### config.mk
export PLATFORM = sky130hd
export DESIGN_NAME = lz_token_gamma_bit_encoder_unit
export DESIGN_NICKNAME = d
export VERILOG_FILES = /design/src/rtl/lztg_pkg.sv /design/src/rtl/lz_token_gamma_bit_encoder_unit.sv
export SDC_FILE = /design/constraint.sdc
export NUM_CORES = 1
export LEC_CHECK = 0
export CAP_MARGIN = 5
export CORE_MARGIN = 2
export CORE_UTILIZATION = 35
export CTS_BUF_LIST = sky130_fd_sc_hd__clkbuf_8
export CTS_CLUSTER_DIAMETER = 50
export DETAILED_ROUTE_END_ITERATION = 16
export DONT_BUFFER_PORTS = 1
export SYNTH_ARGS = -nofsm -noshare
export SYNTH_HDL_FRONTEND = slang
export SYNTH_SLANG_ARGS = --single-unit
### constraint.sdc
create_clock -name clk -period 5.9 [get_ports clk]
set_clock_uncertainty 0.15 [all_clocks]
set_input_delay 0.295 -clock clk [delete_from_list [all_inputs] [get_ports clk]]
set_output_delay 0.295 -clock clk [all_outputs]
set_load 0.005 [all_outputs]
### src/rtl/lztg_pkg.sv
package lztg_pkg;

	localparam logic [1:0] CMD_LIT_BYTE = 2'd0;
	localparam logic [1:0] CMD_LIT_RUN  = 2'd1;
	localparam logic [1:0] CMD_MATCH    = 2'd2;
	localparam logic [1:0] CMD_END      = 2'd3;

	localparam logic KIND_BITS = 1'b0;
	localparam logic KIND_RAW  = 1'b1;

	localparam int CHUNK_W = 40;
	localparam int NBITS_W = 6;

	localparam logic [NBITS_W-1:0] RAW_NBITS = 6'd8;
	// Longest bit chunk: type bit, separator and a 31-bit gamma code.
	localparam logic [NBITS_W-1:0] MAX_CHUNK_NBITS = 6'd33;

	// End marker: a 1, then fourteen (1,0) pairs, then (1,1).
	localparam logic [CHUNK_W-1:0] END_CHUNK = 40'h00_6AAA_AAAB;
	localparam logic [NBITS_W-1:0] END_NBITS = 6'd31;

	typedef struct packed {
		logic               kind;
		logic [CHUNK_W-1:0] chunk;
		logic [NBITS_W-1:0] nbits;
	} result_t;

endpackage

### src/rtl/lz_token_gamma_bit_encoder_unit.sv
// A token accepted into the input register moves on to the result register, which drives the output.
// Throughput: one token per cycle unless stalled by out_ready or by a match's three results.
// An input register and a result register part the two sides, so a new token is taken
// while the previous results still wait at the output.
// Reset clears both valid flags, the result index and omit_type_bit (alternate format off).
module lz_token_gamma_bit_encoder_unit (
	input  logic        clk,
	input  logic        arst_n,
	input  logic        cfg_we,
	input  logic        cfg_wdata,
	input  logic        in_valid,
	output logic        in_ready,
	input  logic [1:0]  cmd,
	input  logic [15:0] run_length,
	input  logic [14:0] back_offset,
	input  logic [7:0]  byte_value,
	input  logic        is_first,
	output logic        out_valid,
	input  logic        out_ready,
	output logic        kind,
	output logic [39:0] chunk,
	output logic [5:0]  chunk_bits,
	output logic        last
);

	typedef struct packed {
		logic [30:0] code;
		logic [4:0]  len;
	} gamma_t;

	localparam logic [1:0] LAST_IDX = 2'd2;

	// Interlaced gamma: data bit k of the value below its leading one lands at
	// code bit 2k+1, the closing 1 at bit 0, and the 0 flags at the even bits.
	function automatic gamma_t gamma_code(input logic [15:0] value, input logic skip);
		logic [3:0]  p;
		logic [15:0] low;
		logic [15:0] w;
		gamma_t      g;
		p = 4'd0;
		for (int i = 1; i < 16; i++) begin
			if (value[i]) begin
				p = 4'(i);
			end
		end
		low = value & ((16'd1 << p) - 16'd1);
		if (p >= 4'd8) begin
			// Long values send their low eight bits first.
			w = (low >> 8) | ((low & 16'h00ff) << (p - 4'd8));
		end else begin
			w = low;
		end
		g.code = '0;
		g.code[0] = 1'b1;
		for (int k = 0; k < 15; k++) begin
			g.code[2*k+1] = w[k];
		end
		g.len = {p, 1'b1};
		if (skip) begin
			// Dropping the leading 0 flag leaves the value unchanged.
			if (p == 4'd0) begin
				g.code = '0;
				g.len  = 5'd0;
			end else begin
				g.len = {p, 1'b0};
			end
		end
		return g;
	endfunction

	logic        omit_type_bit_q;

	logic        valid_s1;
	logic [1:0]  cmd_s1;
	logic [15:0] run_length_s1;
	logic [14:0] back_offset_s1;
	logic [7:0]  byte_value_s1;
	logic        is_first_s1;

	logic                valid_s2;
	lztg_pkg::result_t   res_s2 [3];
	logic                multi_s2;
	logic [1:0]          idx_q;

	logic                out_fire;
	logic                done;
	logic                s2_load;

	logic [14:0]         om1;
	logic [8:0]          off_hi;
	gamma_t              g_off;
	gamma_t              g_len;
	gamma_t              g_run;
	logic [1:0]          pre_val;
	logic [1:0]          pre_len;
	lztg_pkg::result_t   res_d [3];
	logic                multi_d;

	assign out_fire = valid_s2 && out_ready;
	assign done     = out_fire && last;
	assign s2_load  = valid_s1 && (!valid_s2 || done);
	assign in_ready = !valid_s1 || s2_load;

	always_ff @(posedge clk or negedge arst_n) begin
		if (!arst_n) begin
			omit_type_bit_q <= 1'b0;
		end else if (cfg_we) begin
			omit_type_bit_q <= cfg_wdata;
		end
	end

	always_ff @(posedge clk or negedge arst_n) begin
		if (!arst_n) begin
			valid_s1 <= 1'b0;
		end else if (in_ready) begin
			valid_s1 <= in_valid;
		end
	end

	always_ff @(posedge clk) begin
		if (in_valid && in_ready) begin
			cmd_s1         <= cmd;
			run_length_s1  <= run_length;
			back_offset_s1 <= back_offset;
			byte_value_s1  <= byte_value;
			is_first_s1    <= is_first;
		end
	end

	// Match offset splits into a gamma-coded high part and a raw part of its low seven bits.
	// An offset of zero wraps to the largest distance.
	assign om1    = back_offset_s1 - 15'd1;
	assign off_hi = {1'b0, om1[14:7]} + 9'd1;
	assign g_off  = gamma_code({7'd0, off_hi}, 1'b0);
	assign g_len  = gamma_code(run_length_s1 - 16'd1, 1'b1);
	assign g_run  = gamma_code(run_length_s1, 1'b0);

	always_comb begin
		case ({omit_type_bit_q, is_first_s1})
			2'b00:   begin pre_val = 2'b10; pre_len = 2'd2; end
			2'b01:   begin pre_val = 2'b01; pre_len = 2'd1; end
			2'b10:   begin pre_val = 2'b00; pre_len = 2'd1; end
			default: begin pre_val = 2'b00; pre_len = 2'd0; end
		endcase
	end

	always_comb begin
		res_d[1].kind  = lztg_pkg::KIND_RAW;
		res_d[1].chunk = {32'd0, om1[6:0], (run_length_s1 == 16'd2)};
		res_d[1].nbits = lztg_pkg::RAW_NBITS;
		res_d[2].kind  = lztg_pkg::KIND_BITS;
		res_d[2].chunk = {9'd0, g_len.code};
		res_d[2].nbits = {1'b0, g_len.len};
		multi_d        = 1'b0;
		case (cmd_s1)
			lztg_pkg::CMD_LIT_BYTE: begin
				res_d[0].kind  = lztg_pkg::KIND_RAW;
				res_d[0].chunk = {32'd0, byte_value_s1};
				res_d[0].nbits = lztg_pkg::RAW_NBITS;
			end
			lztg_pkg::CMD_LIT_RUN: begin
				res_d[0].kind  = lztg_pkg::KIND_BITS;
				res_d[0].chunk = ({38'd0, pre_val} << g_run.len) | {9'd0, g_run.code};
				res_d[0].nbits = {4'd0, pre_len} + {1'b0, g_run.len};
			end
			lztg_pkg::CMD_MATCH: begin
				res_d[0].kind  = lztg_pkg::KIND_BITS;
				res_d[0].chunk = (40'd1 << g_off.len) | {9'd0, g_off.code};
				res_d[0].nbits = {1'b0, g_off.len} + 6'd1;
				multi_d        = 1'b1;
			end
			default: begin
				res_d[0].kind  = lztg_pkg::KIND_BITS;
				res_d[0].chunk = lztg_pkg::END_CHUNK;
				res_d[0].nbits = lztg_pkg::END_NBITS;
			end
		endcase
	end

	always_ff @(posedge clk or negedge arst_n) begin
		if (!arst_n) begin
			valid_s2 <= 1'b0;
			idx_q    <= 2'd0;
		end else if (s2_load) begin
			valid_s2 <= 1'b1;
			idx_q    <= 2'd0;
		end else if (done) begin
			valid_s2 <= 1'b0;
		end else if (out_fire) begin
			idx_q <= idx_q + 2'd1;
		end
	end

	always_ff @(posedge clk) begin
		if (s2_load) begin
			res_s2[0] <= res_d[0];
			res_s2[1] <= res_d[1];
			res_s2[2] <= res_d[2];
			multi_s2  <= multi_d;
		end
	end

	assign out_valid  = valid_s2;
	assign kind       = res_s2[idx_q].kind;
	assign chunk      = res_s2[idx_q].chunk;
	assign chunk_bits = res_s2[idx_q].nbits;
	assign last       = !multi_s2 || (idx_q == LAST_IDX);

endmodule

# [Word-level counts from Yosys, hierarchy flattened]
# Memory sizes are Yosys's and may differ from the RTL's.
# Cells that the tools add are included.
[totals] out_inout_bits=50 in_bits=48 n_memories=1 reg_bits=48 wordCells=120 ram_bits=141
[mem_list] memory="res_s2" depth=3 word_bits=47 rd=1 rd_clocked_by_memory_dff=0 write_ports=3 line_no="lz_token_gamma_bit_encoder_unit.sv:81" source="lztg_pkg::result_t res_s2 [3];"
[classes] bitwise_logic=8 reduce_logical=17 magnitude_cmp=3 muxes=54 n_addsub=12 eq_ne=7 shifts=8
[op_table] op="$pmux W47 S3" count=1
[op_table] op="$mux W4" count=33
[op_table] op="$or A40 B30 Y40" count=2
[op_table] op="$sub A16 B1 Y16 const B" count=4
[op_table] op="$shl A1 B4 Y16 const A" count=3
[op_table] op="$mux W15" count=3
[op_table] op="$or A8 B15 Y15" count=3
[op_table] op="$shl A8 B4 Y15" count=3
[op_table] op="$shl A1 B5 Y40 const A" count=1
[op_table] op="$shl A2 B5 Y40" count=1
[op_table] op="$and A16 B16 Y16" count=2
[op_table] op="$mux W30" count=1
[op_table] op="$and A9 B16 Y16" count=1
[op_table] op="$eq A16 B2 Y1 const B" count=1
[op_table] op="$sub A15 B1 Y15 const B" count=1
[op_table] op="$ge A4 B4 Y1 const B" count=3
[op_table] op="$sub A4 B4 Y4 const B" count=3
[op_table] op="$mux W2" count=5
[op_table] op="$add A8 B1 Y9 const B" count=1
[op_table] op="$mux W1" count=8
[op_table] op="$pmux W2 S2" count=2
[op_table] op="$add A2 B5 Y6" count=1
[op_table] op="$add A5 B1 Y6 const B" count=1
[op_table] op="$eq A2 B2 Y1 const B" count=3
[op_table] op="12 further kinds" count=22

# [Longest topological paths before layout]
[depth] word_depth=23 mapped_depth=22 ltp_nobuf=22

# [Worst setup path before layout]
# No wires, ideal clock.
[synth_path] kind="register to register" start="register run_length_s1[0]" end="memory res_s2[2][15] (netlist bit), data pin" setup_ns=0.265 setup_slack_ns=1.649 synth_period_minus_slack_ns=4.251 required_ns=5.485 arrival_time_ns=3.836 stages_incl_launch_ff=20 path_buffers=5 path_cell_list="edfxtp_1 buf_2 inv_1 ha_1 or3b_1 clkbuf_1 nor4_1 a22o_1 a22o_1 o21a_1 inv_2 buf_4 nand2_1 ha_1 clkbuf_1 clkbuf_1 nand2_1 o21ai_0 o32a_1 o221ai_2"
[synth_lines] element="start: declaration" line_no="lz_token_gamma_bit_encoder_unit.sv:75" source="logic [15:0] run_length_s1;"
[synth_lines] element="start signal: assignment" line_no="lz_token_gamma_bit_encoder_unit.sv:123" source="run_length_s1 <= run_length;"
[synth_lines] element="end: declaration" line_no="lz_token_gamma_bit_encoder_unit.sv:81"

==> run metrics <==
register share of total power 42.5%; Final WS setup 0.6669 ns; clock root cell clkbuf_8; H-tree levels 4; Power, Total 2.919 mW; die width 155.1 um; pre-CTS setup slack 0.8235 ns; Area Growth Syn to Fin 12.97%; Reg-to-Reg End res_s2[2][15]; Sw Share 36.94%; main flop type after synthesis edfxtp_1; Hold Path End cmd_s1[0]; RSZ-0062 raised after global routing false; clock sinks 116; DRC 0; Total GRT Usage 19.26%; maximum clock insertion buffer count 2; initial antenna violation count 0; DIE AREA 0.02405 mm^2; HP Class input port to register; number of port buffers 0; combinational power share 30.6%; CP Launch Type register; final setup TNS 0 ns; Max Cap Viol 0; status finished, final reports clean; share of cells above drive strength 1 9.386%; Yosys top cell area share 41.72%; pwr dens 323.4 mW/mm^2; min Tclk post-route 5.233 ns; Top Ports 98; most common cell after layout, fill and taps aside edfxtp_1; critical path capture point type register; number of global-route vias before repair 6284; commonest cells after routing, fill and taps aside edfxtp_1 (111), nand2_1 (81), nor2_1 (69); worst path arrival time 5.38 ns; CP Max Fanout 21; antenna fix cells 0; hold path start cmd[0]; detailed router's first-iteration violation count 692; register clock-pin slew on the reported worst setup and hold paths 0.08 ns; TritonCTS clock tree built; TritonRoute pass-1 iters 7; number of flops mapped to enable cells by yosys 111; CP required 6.05 ns; Detail Route Antenna Nets 0; Final Non-Filler Cells 1148; net switching power figure 1.078 mW; clock buffer count from CTS 17; post-synth cell types 90; Final nets 922; largest net degree at the start of global routing 44; Routed Wire Length 23.12 mm; Row Count 55; Slew HR 28.55%; Mapped Cells 830; DPL Wire Length 16.80 mm; clock share of power 26.8%; grt total ovfl 0; Post-synth ARST share 4.310%; RR Startpoint run_length_s1[0]; Cells after DPL 1067; core footprint 0.02250 mm^2; Worst Max-Slew Pin Slew 1.072 ns; Yosys warning count 0; vias per cell 5.849; hold path depth 1; postcts setup bufs 0; Max Clk Rate 0.1911 GHz; initial core utilization 35.50%; Crit-path slowest cell ha_1; Area contributors post-synth edfxtp_1 (42%), nand2_1 (3.8%), ha_1 (3.6%); final RePlAce weighted congestion 0.9545; crit path cell chain buf_4, inv_1, ha_1, or3b_1, xnor2_1, o2111ai_1, a311oi_1, o21a_1, inv_2, nand2_1, ha_1, nor2_1, o2bb2ai_1, a311oi_1, mux2i_1, o221ai_2; CP max stage delay 0.63 ns; final hold violations 0; Static Leak 3.165 nW; average size of a mapped cell 9.625 um^2; Worst R2R Path Depth 16; kind of critical path register to register; mapped cell area 0.007989 mm^2; via count 6715; post-synthesis sequential element count 116; worst skew pair latency 0.46 ns; drt wl/cell 20.14 um; R2R setup slack 0.67 ns; cell taking the most area after synthesis edfxtp_1; max-slew violation count 0; worst hold slack 0.3076 ns; sequential area share after synthesis 43.29%; Internal 1.841 mW; Worst VDD drop 0.1416 mV; Die H 155.1 um; final setup fails 0; first-pass GRT wire length 36.02 mm; fin crit share 88.70%
==> stage by stage <==
stage               utilization, %  cell area (um^2)
floorplan                        -              8011
global placement             36.09              8122
detailed placement           36.09              8122
CTS                          40.11              9025
global route                 40.11              9025
finish                       40.11              9025
==> worst max path at each step <==
| stage | slack (ns) | from | endpoint |
|---|---|---|---|
| 2_1_floorplan | 1.65 | run_length_s1[0] | res_s2[2][15] |
| 5_1_grt | 0.26 | run_length_s1[0] | res_s2[2][15] |
| 4_1_cts | 0.80 | run_length_s1[0] | res_s2[2][15] |
| 6_report | 0.67 | run_length_s1[0] | res_s2[2][15] |
| 3_5_place_dp | 0.82 | run_length_s1[0] | res_s2[2][15] |
| 3_3_place_gp | 0.94 | run_length_s1[0] | res_s2[2][15] |
==> registers in the layout (all words and copies together), names as in the netlist <==
register         cells
run_length_s1       16
back_offset_s1      15
out_valid            1
multi_s2             1
is_first_s1          1
byte_value_s1        8
res_s2              68
cmd_s1               2
omit_type_bit_q      1
idx_q                2
valid_s1             1
==> routing by layer <==
layer  GRT usage, %  vias to the layer above  wire, um
met2          27.58                      317      9873
li1               -                     3150         -
met1          28.82                     3203     10930
met4          6.393                        0       476
met5              0                        -         0
met3          4.011                       45      1834
==> worst max-delay path, delay by kind of cell, from the launching register on <==
family | cells | cell delay [ns]
AO/OA/AOI/OAI | 6 | 1.51
multiplexers | 1 | 0.14
buffers and inverters | 3 | 0.64
flip-flops | 1 | 0.36
AND/OR/NAND/NOR | 3 | 0.80
XOR/XNOR | 1 | 0.46
adder cells (fa/ha/maj) | 2 | 1.01
==> cell families (layout without fill, tap and decap cells) <==
| family | after synthesis | after routing | share of synthesized area [%] |
|---|---|---|---|
| AOI/OAI and AO/OA | 221 | 221 | 19.83 |
| and+or+nand+nor | 309 | 309 | 19.75 |
| other | 1 | 7 | 0.04694 |
| muxes | 27 | 27 | 3.493 |
| DFF | 116 | 116 | 43.29 |
| xor gates and xnor gates | 36 | 36 | 4.041 |
| adders and majority gates | 24 | 24 | 3.853 |
| buffers and inverters | 96 | 123 | 5.701 |
==> Yosys cell counts, types with 6 or more instances <==
cell type    n
nor2_1      69
nand4_1      8
clkbuf_1    38
nand2b_1    11
buf_4        9
buf_2       10
o22ai_1      7
a22o_1      19
o221ai_1     6
and2_1      21
o21ai_0     41
nand2_1     81
nand3_1     26
o31ai_1     12
nor4_1      16
or2_2        6
xnor2_1     24
nor3_1      26
ha_1        23
inv_1       27
edfxtp_1   111
a31oi_1      9
a21oi_1     42
o211ai_1     9
nor2b_1      6
xor2_1      11
mux2_2       7
mux2i_1     20
==> power by group through the flow <==
stage / sequential (mW) / combinational, mW / clock (mW)
2_1_floorplan: 1.15 / 0.716 / 0
3_3_place_gp: 1.26 / 0.848 / 0
3_5_place_dp: 1.26 / 0.856 / 0
4_1_cts: 1.24 / 0.887 / 0.801
5_1_grt: 1.26 / 0.979 / 0.830
6_report: 1.24 / 0.894 / 0.783
==> what timing repair did <==
item / CTS / global route
hold endpoints to repair: 52 / 0
hold buffers: 49 / 0
resized for setup: 0 / 0
==> area by class of cell <==
cell class                      count  area (um^2)
Clock inverter                     15        178.9
Tap cell                          285        356.6
Multi-Input combinational cell    624         4100
Timing Repair Buffer               62        588.1
Inverter                           29        108.9
Clock buffer                       17        234.0
Sequential cell                   116         3458
Fill cell                        2209        13480
Note: power is estimated with default switching activity, not from simulation.
